$ cat src/sv/r2y_ram.sv
module r2y_ram #(
  parameter int WIDTH = 8,
  parameter int DEPTH = 16
) (
  input  logic                     clk,
  input  logic                     we,
  input  logic [$clog2(DEPTH)-1:0] waddr,
  input  logic [WIDTH-1:0]         wdata,
  input  logic                     re,
  input  logic [$clog2(DEPTH)-1:0] raddr,
  output logic [WIDTH-1:0]         rdata
);

  logic [WIDTH-1:0] mem [DEPTH];
  logic [WIDTH-1:0] rdata_r;

  always_ff @(posedge clk) begin
    if (we) begin
      mem[waddr] <= wdata;
    end
    if (re) begin
      rdata_r <= mem[raddr];
    end
  end

  assign rdata = rdata_r;

endmodule

$ cat config.mk
export PLATFORM = sky130hd
export DESIGN_NAME = r2y_ram
export DESIGN_NICKNAME = d
export VERILOG_FILES = /design/src/sv/r2y_ram.sv
export SDC_FILE = /design/constraint.sdc
export NUM_CORES = 1
export LEC_CHECK = 0
export BUFFER_PORTS_ARGS = -buffer_cell sky130_fd_sc_hd__buf_2
export CAP_MARGIN = 15
export CELL_PAD_IN_SITES_DETAIL_PLACEMENT = 1
export CELL_PAD_IN_SITES_GLOBAL_PLACEMENT = 1
export CORE_MARGIN = 2
export CORE_UTILIZATION = 40
export DETAILED_ROUTE_END_ITERATION = 16
export PLACE_DENSITY = 0.74
export SLEW_MARGIN = 20
export SYNTH_ARGS = -nofsm -noshare
export SYNTH_HDL_FRONTEND = slang
export SYNTH_SLANG_ARGS = --single-unit
$ cat constraint.sdc
create_clock -name clk -period 2.9 [get_ports clk]
set_clock_uncertainty 0.15 [all_clocks]
set_input_delay 0.58 -clock clk [delete_from_list [all_inputs] [get_ports clk]]
set_output_delay 0.58 -clock clk [all_outputs]
set_load 0.02 [all_outputs]
==> flow_summary_export.csv <==
group,metric,value,unit
cts,htree_levels,4,
routing,drtIter0Drc,165,
placed_design,place_ws,417,ps
cts,cts_tree,"built",
hold_path,worstHoldPathCells,1,
critical_path,worst-setup-path-type,"input pin to flip-flop",
routing,vias_per_cell,5.34,
logic_synthesis,synthAdderAreaFrac,0,%
final_layout,post-route-util,49.2,%
power,p_int,3.64,mW
run,cap_violations,0,
final_layout,antennaDiodeCount,0,
sta,rsz0062_at_grt,"no",
final_layout,drive_gt1_share,31.4,%
cts,cts_buffers,17,
logic_synthesis,synth_seq_cells,136,
floorplanning,die_w,118,um
grt,grt_use_total,16.6,%
logic_synthesis,synth_top_family_by_area,"multiplexers",
final_layout,stdcell_count,468,
cts,post_cts_buffers,0,
logic_synthesis,synth_top_cells_by_count,"edfxtp_1 (136), mux4_2 (18), a22oi_1 (16), mux4_1 (14), nor2_1 (13)",
logic_synthesis,ys_async_sr_fraction,0,%
cts,postCtsHoldBufs,0,
grt,grt_max_degree,33,
critical_path,crit_slowest_cell,"buf_2",
power,peakVddDrop,0.000369,V
sta,max_slew_margin,44.7,%
floorplanning,io_pins,27,
grt,grt_pass1_wl,16600,um
cts,cts_root_buf,"clkbuf_16",
power,pwr-share-seq,49.0,%
power,combPwrFrac,4.7,%
logic_synthesis,synth_compound_area_share,2.30,%
sta,setup_ws,851,ps
placed_design,dp_cells,436,
sta,tns,0,ps
floorplanning,core,12700,sq um
grt,grt-ovfl-total,0,
logic_synthesis,synth-main-ff-cell,"edfxtp_1",
logic_synthesis,syn_nets,248,
hold_path,hp-class,"input pin to flip-flop",
cts,cts-resized-gates,0,
sta,setup_violations,0,
logic_synthesis,yosys.area.top_type,"edfxtp_1",
logic_synthesis,synthMuxAreaShare,14.8,%
routing,wl_per_cell,23.6,um
critical_path,slowest_delay,450,ps
placed_design,portBuffers,26,
cts,clk_pin_slew_worst_paths,60,ps
power,p_leak,2.10,nW
logic_synthesis,yosysUniqueCellTypes,18,
critical_path,path_max_fanout,23,
sta,min_period,2050,ps
floorplanning,die_area,14000,sq um
critical_path,critPathCaptureType,"flip-flop",
logic_synthesis,synthXorXnorAreaFrac,0,%
sta,fmax,0.488,GHz
routing,ant_nets,0,
logic_synthesis,synth_edf_count,136,
final_layout,layout.nets,302,
power,power_switching,0.912,mW
logic_synthesis,netlist_area,5230,sq um
power,power,4.55,mW
logic_synthesis,synth_top_area_share,78.1,%
logic_synthesis,ys_warn_count,0,
logic_synthesis,synth_most_common_cell,"edfxtp_1",
floorplanning,row_count,41,
power,sw_frac_of_total,20.0,%
sta,hold_viol_final,0,
sta,slew_violations,0,
logic_synthesis,yosysSeqAreaShare,78.1,%
logic_synthesis,synth_area_per_cell,22.8,sq um
logic_synthesis,yosys.area_share.simple,3.14,%
routing,wirelength,11100,um
routing,first_pass_iters,4,
status,run_status,"finished clean",
cts,cts_buffer_depth,2,
logic_synthesis,yosys-top-cells-area,"edfxtp_1 (78%), mux4_2 (7.8%), mux4_1 (7.0%)",
routing,drc,0,
cts,cts.sink_count,136,
cts,insertion_delay,410,ps
power,p_clk_share,46.3,%
sta,tightest_slew,828,ps
routing,via_count,2499,
floorplanning,fp.dieH,118,um
critical_path,startpoint_type,"input pin",
placed_design,place_congestion,0.726,
power,p_per_area,731,nW/um^2
floorplanning,start_util,41.3,%
logic_synthesis,syn-instance-count,229,
critical_path,required,2900,ps
critical_path,worstPathCellList,"buf_2 > buf_4 > mux4_1 > a22oi_1 > nand2_1",
placed_design,place_hpwl,7060,um
critical_path,arrival,2050,ps
grt,grt_pass1_vias,2728,
grt,antenna_found_initial,0,
sta,finalCritPeriodShare,70.7,%
final_layout,area_growth,19.1,%
critical_path,rr_worst_depth,3,
per-layer routing:
layer  GRT usage, %  vias to the layer above  part of all wire, %
met2           27.6                       72                   52
met3           4.20                       14                  3.8
met5              0                        -                    0
met1           20.8                     1323                   43
met4           7.08                        0                  1.8
li1               -                     1090                    -
through the flow:
| step | area, sq um | hold slack (ps) |
|---|---|---|
| 3_5_place_dp | 5640 | 590 |
| 5_1_grt | 6230 | 405 |
| 2_1_floorplan | 5230 | 529 |
| 4_1_cts | 6230 | 383 |
| 3_3_place_gp | 5640 | 572 |
| 6_report | 6230 | 399 |
power groups by stage:
stage | logic [mW] | clock network [mW] | registers (mW)
6_report | 0.213 | 2.11 | 2.23
5_1_grt | 0.230 | 2.22 | 2.23
4_1_cts | 0.218 | 2.15 | 2.23
3_5_place_dp | 0.217 | 0 | 2.27
3_3_place_gp | 0.208 | 0 | 2.27
2_1_floorplan | 0.112 | 0 | 2.28
path summary, 6_finish.rpt:
| path | start | end | slack (ps) |
|---|---|---|---|
| worst max-delay path | raddr[1] | rdata[1] | 850 |
| worst min-delay path | wdata[5] | mem[10][5] | 400 |
| worst max register to register | mem[5][1] | rdata[1] | 1160 |
| worst min register to register | mem[15][3] | rdata[3] | 590 |
layout by cell type, fill, tap and decap left out, types with 9 or more instances in the layout:
master and instances:
nand2_1 9, buf_2 26, nor2_1 13, mux4_2 18, a22oi_1 16, buf_4 18
edfxtp_1 136, clkbuf_16 17, mux4_1 14
registers in the layout, summed over array words and instances (netlist names):
register / count
mem: 128
rdata: 8
worst max-delay path: cells and delay by family:
kind                   cells  cell delay (ps)
buffers and inverters      2              700
multiplexers               1              300
AND/OR/NAND/NOR            1               90
AO/OA/AOI/OAI              1              360
kinds of logic after synthesis:
| logic type | Yosys count |
|---|---|
| simple gates | 35 |
| compound gates | 16 |
| mux | 32 |
| buf+inv | 10 |
| flops | 136 |
area by class of cell:
class	instances	area [sq um]
Timing Repair Buffer	45	285
Clock inverter	14	158
Clock buffer	18	429
Fill cell	1171	6440
Sequential cell	136	4080
Tap cell	172	215
Multi-Input combinational cell	83	1060
Power figures use the tool's default switching activity.
