$ cat src/sv/r2y_pkg.sv
package r2y_pkg;

  localparam int MAX_WIDTH      = 2048;
  localparam int MAX_HEIGHT     = 4096;
  localparam int COEF_FRAC_BITS = 16;

  // Register widths.
  localparam int FW_W     = 12;
  localparam int FH_W     = 13;
  localparam int CFG_W    = 13;
  localparam int CFG_IDX_W = 1;

  localparam logic [CFG_IDX_W-1:0] CFG_FRAME_WIDTH  = 1'b0;
  localparam logic [CFG_IDX_W-1:0] CFG_FRAME_HEIGHT = 1'b1;

  localparam logic [FW_W-1:0] FW_RESET = FW_W'(640);
  localparam logic [FH_W-1:0] FH_RESET = FH_W'(480);

  // Counters and line buffer geometry.
  localparam int COL_W  = $clog2(MAX_WIDTH);
  localparam int ROW_W  = $clog2(MAX_HEIGHT);
  localparam int SLOTS  = MAX_WIDTH / 2;
  localparam int SLOT_W = $clog2(SLOTS);
  localparam int WMAX_W = $clog2(MAX_WIDTH + 1);
  localparam int DIM_W  = ((WMAX_W > FH_W) ? WMAX_W : FH_W) + 1;

  // Arithmetic widths.
  localparam int COEF_W  = COEF_FRAC_BITS;
  localparam int PROD_W  = COEF_FRAC_BITS + 8;
  localparam int PIX_C_W = COEF_FRAC_BITS + 8;
  localparam int PAIR_W  = COEF_FRAC_BITS + 9;
  localparam int SUM4_W  = COEF_FRAC_BITS + 10;
  localparam int T_W     = COEF_FRAC_BITS + 12;
  localparam int LB_W    = 2 * PAIR_W;

  // Coefficient magnitudes, c * 2^F rounded to nearest.
  localparam logic [COEF_W-1:0] KY_R =
    COEF_W'(((longint'(2126) << COEF_FRAC_BITS) + 5000) / 10000);
  localparam logic [COEF_W-1:0] KY_G =
    COEF_W'(((longint'(7152) << COEF_FRAC_BITS) + 5000) / 10000);
  localparam logic [COEF_W-1:0] KY_B =
    COEF_W'(((longint'(722) << COEF_FRAC_BITS) + 5000) / 10000);
  localparam logic [COEF_W-1:0] KU_R =
    COEF_W'(((longint'(1146) << COEF_FRAC_BITS) + 5000) / 10000);
  localparam logic [COEF_W-1:0] KU_G =
    COEF_W'(((longint'(3854) << COEF_FRAC_BITS) + 5000) / 10000);
  localparam logic [COEF_W-1:0] KU_B =
    COEF_W'(((longint'(5000) << COEF_FRAC_BITS) + 5000) / 10000);
  localparam logic [COEF_W-1:0] KV_R =
    COEF_W'(((longint'(5000) << COEF_FRAC_BITS) + 5000) / 10000);
  localparam logic [COEF_W-1:0] KV_G =
    COEF_W'(((longint'(4542) << COEF_FRAC_BITS) + 5000) / 10000);
  localparam logic [COEF_W-1:0] KV_B =
    COEF_W'(((longint'(458) << COEF_FRAC_BITS) + 5000) / 10000);

  localparam logic [PROD_W-1:0] Y_HALF = PROD_W'(1) << (COEF_FRAC_BITS - 1);

  // 128 offset and half-step rounding of the four-pixel average.
  localparam logic signed [T_W-1:0] CH_OFS =
    T_W'((longint'(128) << (COEF_FRAC_BITS + 2)) + (longint'(1) << (COEF_FRAC_BITS + 1)));

  typedef struct packed {
    logic keep;
    logic col_odd;
    logic row_odd;
    logic frame_end;
  } flags_t;

  typedef struct packed {
    logic       is_chroma;
    logic [7:0] luma;
    logic [7:0] chroma_blue;
    logic [7:0] chroma_red;
    logic       last_of_run;
    logic       frame_end;
  } beat_t;

  function automatic logic [7:0] chroma_out(input logic signed [SUM4_W-1:0] sum4);
    logic signed [T_W-1:0] t;
    logic [T_W-COEF_FRAC_BITS-3:0] q;
    t = T_W'(sum4) + CH_OFS;
    q = t[T_W-1:COEF_FRAC_BITS+2];
    if (t[T_W-1]) begin
      return 8'd0;
    end else if (q > (T_W-COEF_FRAC_BITS-2)'(255)) begin
      return 8'd255;
    end else begin
      return q[7:0];
    end
  endfunction

endpackage

$ cat src/sv/r2y_color.sv
module r2y_color (
  input  logic [7:0]                           red,
  input  logic [7:0]                           green,
  input  logic [7:0]                           blue,
  output logic [7:0]                           luma,
  output logic signed [r2y_pkg::PIX_C_W-1:0]   cb,
  output logic signed [r2y_pkg::PIX_C_W-1:0]   cr
);
  import r2y_pkg::*;

  logic [PROD_W-1:0] p_yr, p_yg, p_yb;
  logic [PROD_W-1:0] p_ur, p_ug, p_ub;
  logic [PROD_W-1:0] p_vr, p_vg, p_vb;
  logic [PROD_W-1:0] y_sum;
  logic signed [PIX_C_W:0] cb_w, cr_w;

  assign p_yr = KY_R * red;
  assign p_yg = KY_G * green;
  assign p_yb = KY_B * blue;
  assign p_ur = KU_R * red;
  assign p_ug = KU_G * green;
  assign p_ub = KU_B * blue;
  assign p_vr = KV_R * red;
  assign p_vg = KV_G * green;
  assign p_vb = KV_B * blue;

  // The luma coefficients add up to about one, so the rounded sum never
  // reaches 256 and the integer part fits in eight bits.
  assign y_sum = p_yr + p_yg + p_yb + Y_HALF;
  assign luma  = y_sum[PROD_W-1:COEF_FRAC_BITS];

  assign cb_w = $signed({1'b0, p_ub}) - $signed({1'b0, p_ur}) - $signed({1'b0, p_ug});
  assign cr_w = $signed({1'b0, p_vr}) - $signed({1'b0, p_vg}) - $signed({1'b0, p_vb});
  assign cb   = cb_w[PIX_C_W-1:0];
  assign cr   = cr_w[PIX_C_W-1:0];

endmodule

$ cat config.mk
export PLATFORM = sky130hd
export DESIGN_NAME = r2y_color
export DESIGN_NICKNAME = d
export VERILOG_FILES = /design/src/sv/r2y_pkg.sv /design/src/sv/r2y_color.sv
export SDC_FILE = /design/constraint.sdc
export NUM_CORES = 1
export LEC_CHECK = 0
export BUFFER_PORTS_ARGS = -buffer_cell sky130_fd_sc_hd__buf_2
export CORE_UTILIZATION = 50
export DETAILED_ROUTE_END_ITERATION = 16
export PLACE_DENSITY = 0.67
export SLEW_MARGIN = 0
export SYNTH_ARGS = -nofsm -noshare
export SYNTH_HDL_FRONTEND = slang
export SYNTH_SLANG_ARGS = --single-unit
$ cat constraint.sdc
create_clock -name vclk -period 13.8
set_input_delay 0.69 -clock vclk [all_inputs]
set_output_delay 0.69 -clock vclk [all_outputs]
set_load 0.05 [all_outputs]
==> flow_summary.json <==
{
  "cts_resized": 0,
  "gp_congestion": 0.994,
  "cap_violations": 0,
  "cp-end-kind": "primary output",
  "grt.total_usage_pct": 25.5,
  "nClkBuffers": 0,
  "portBuffers": 78,
  "drc": 0,
  "critPathKind": "in2out",
  "final.setup.tns_ns": 0,
  "syn_inst": 1722,
  "yosysWarnings": 0,
  "drt_iter0_drc": 543,
  "max_freq_mhz": 101,
  "die_y_um": 177,
  "synth_cell_types": 60,
  "avgSynthCellArea_um2": 8.94,
  "ys_top_cells_by_area": "ha_1, fa_1, inv_1",
  "syn_area_mm2": 0.0154,
  "multi_input_area_mm2": 0.0136,
  "rsz0062_at_grt": "no",
  "required_ns": 13.11,
  "final_hold_viol_count": 0,
  "cp_slowest_cell": "fa_1",
  "critPathMaxFanout": 6,
  "grt_pass1_vias": 11774,
  "overflow": 0,
  "vias": 11612,
  "grt_pass1_wl_um": 61800,
  "yosysSeqAreaShare_pct": 0,
  "max_slew_margin_pct": 54.1,
  "dieArea_mm2": 0.0315,
  "synthToLayoutAreaGrowth_pct": 5.61,
  "fin_crit_sh_pct": 71.5,
  "vias_per_cell": 5.31,
  "pin_count": 80,
  "crit_top_cell": "inv_1",
  "yosys.area.top_type_share_pct": 32.6,
  "worstMarginPinSlew_ns": 0.683,
  "final-seq-area_um2": 0,
  "post_cts_buffers": 0,
  "cp.arrival_ns": 9.17,
  "synth_largest_area_cell": "ha_1",
  "firstDrtPassIters": 4,
  "finalSetupViolCount": 0,
  "num-fill-cells": 2803,
  "die_x_um": 177,
  "antenna_found_initial": 0,
  "postCtsHoldBufs": 0,
  "seq_cells": 0,
  "layout.nets": 2459,
  "wl_per_cell_um": 17.6,
  "final_layout_size_suffix_gt1_share_pct": 5.51,
  "hold_path.class": "in2out",
  "cp-start-kind": "primary input",
  "hpwl_um": 35500,
  "final_max_slew_viol_count": 0,
  "wl_um": 38600,
  "n_antenna_cell": 0,
  "grt_max_degree": 16,
  "fp.coreArea_mm2": 0.0300,
  "drt.antenna.violating_nets": 0,
  "initial_core_util_pct": 51.4,
  "row_count": 63,
  "max_stage_delay_ns": 0.61,
  "finalCriticalPeriod_ns": 9.86,
  "status": "complete, no violations"
}
critical path: cells and delay by family:
| kind | cells | cell delay (ns) |
|---|---|---|
| adder cells (fa/ha/maj) | 11 | 4.75 |
| AND/OR/NAND/NOR | 3 | 0.30 |
| XOR/XNOR | 2 | 0.23 |
| AO/OA/AOI/OAI | 9 | 2.15 |
| buffers and inverters | 10 | 1.02 |
metal layers:
layer / share of wire, % / GRT usage (%)
met1: 46 / 34.9
met2: 46 / 42.6
met3: 4.8 / 3.08
met4: 3.0 / 6.41
met5: 0 / 0
per-stage QoR:
stage / setup WS, ns / util, % / cell area [µm²] / std cells / hold slack (ns)
global placement: 4.09 / 54.3 / 16300 / 2188 / 2.14
CTS: 3.90 / 54.3 / 16300 / 2188 / 2.15
finish: 3.94 / 54.3 / 16300 / 2188 / 2.13
floorplan: 4.32 / - / 15400 / 1723 / 1.77
detailed placement: 3.92 / 54.3 / 16300 / 2188 / 2.15
global route: 3.20 / 54.3 / 16300 / 2188 / 2.17
cell usage in the layout (no fill, tap or decap), drive strengths merged, types with 13 or more instances in the layout:
master,count
inv,472
ha,401
fa,234
a21oi,83
buf,78
xnor2,71
nor2,58
xor2,51
nand2,46
o21ai,44
nor3,31
a21o,30
nand3,29
nor2b,16
and3,13
cell families after synthesis:
family                   Yosys count  synth area share (%)
adder cells (fa/ha/maj)          635                  63.1
buffers and inverters            475                  11.6
AO/OA/AOI/OAI                    246                  10.4
AND/OR/NAND/NOR                  242                  7.86
XOR/XNOR                         122                  6.94
multiplexers                       1                0.0651
other                              1                0.0244
worst paths after layout:
kind / start / to / slack (ns) / depth (start not counted)
min: blue[0] / cr[1] / 2.13 / 3
max: blue[2] / luma[6] / 3.94 / 35
layout make-up:
type / count / share of cell area [%]
Tap cell: 390 / 3.00
Inverter: 472 / 10.9
Multi-Input combinational cell: 1248 / 83.7
Timing Repair Buffer: 78 / 2.40
Yosys cell counts (2+ instances only):
cell type / count
a311oi_1: 3
nand4_1: 5
xnor2_1: 71
o21a_1: 10
a211o_1: 3
o211ai_1: 4
nor2_1: 58
fa_1: 234
or2_2: 8
o31ai_1: 7
o21bai_1: 9
o21ai_1: 2
nand2_1: 46
o22ai_1: 3
a31o_2: 4
a211oi_1: 7
a21oi_1: 82
nand4b_1: 3
nand3_1: 29
nand2b_1: 11
a31oi_1: 9
xor2_1: 51
o21ai_0: 42
o41ai_1: 5
a2111oi_0: 5
ha_1: 401
and3_1: 13
nor2b_1: 15
and2_1: 5
a21o_1: 29
nand3b_1: 2
o311a_1: 2
o2111ai_1: 4
inv_1: 472
or3_1: 11
buf_4: 2
o31a_1: 3
nor3_1: 30
Power is left out: the tool's default activity adds up to more than one toggle a clock period on the data nets, which glitch-free logic cannot reach.
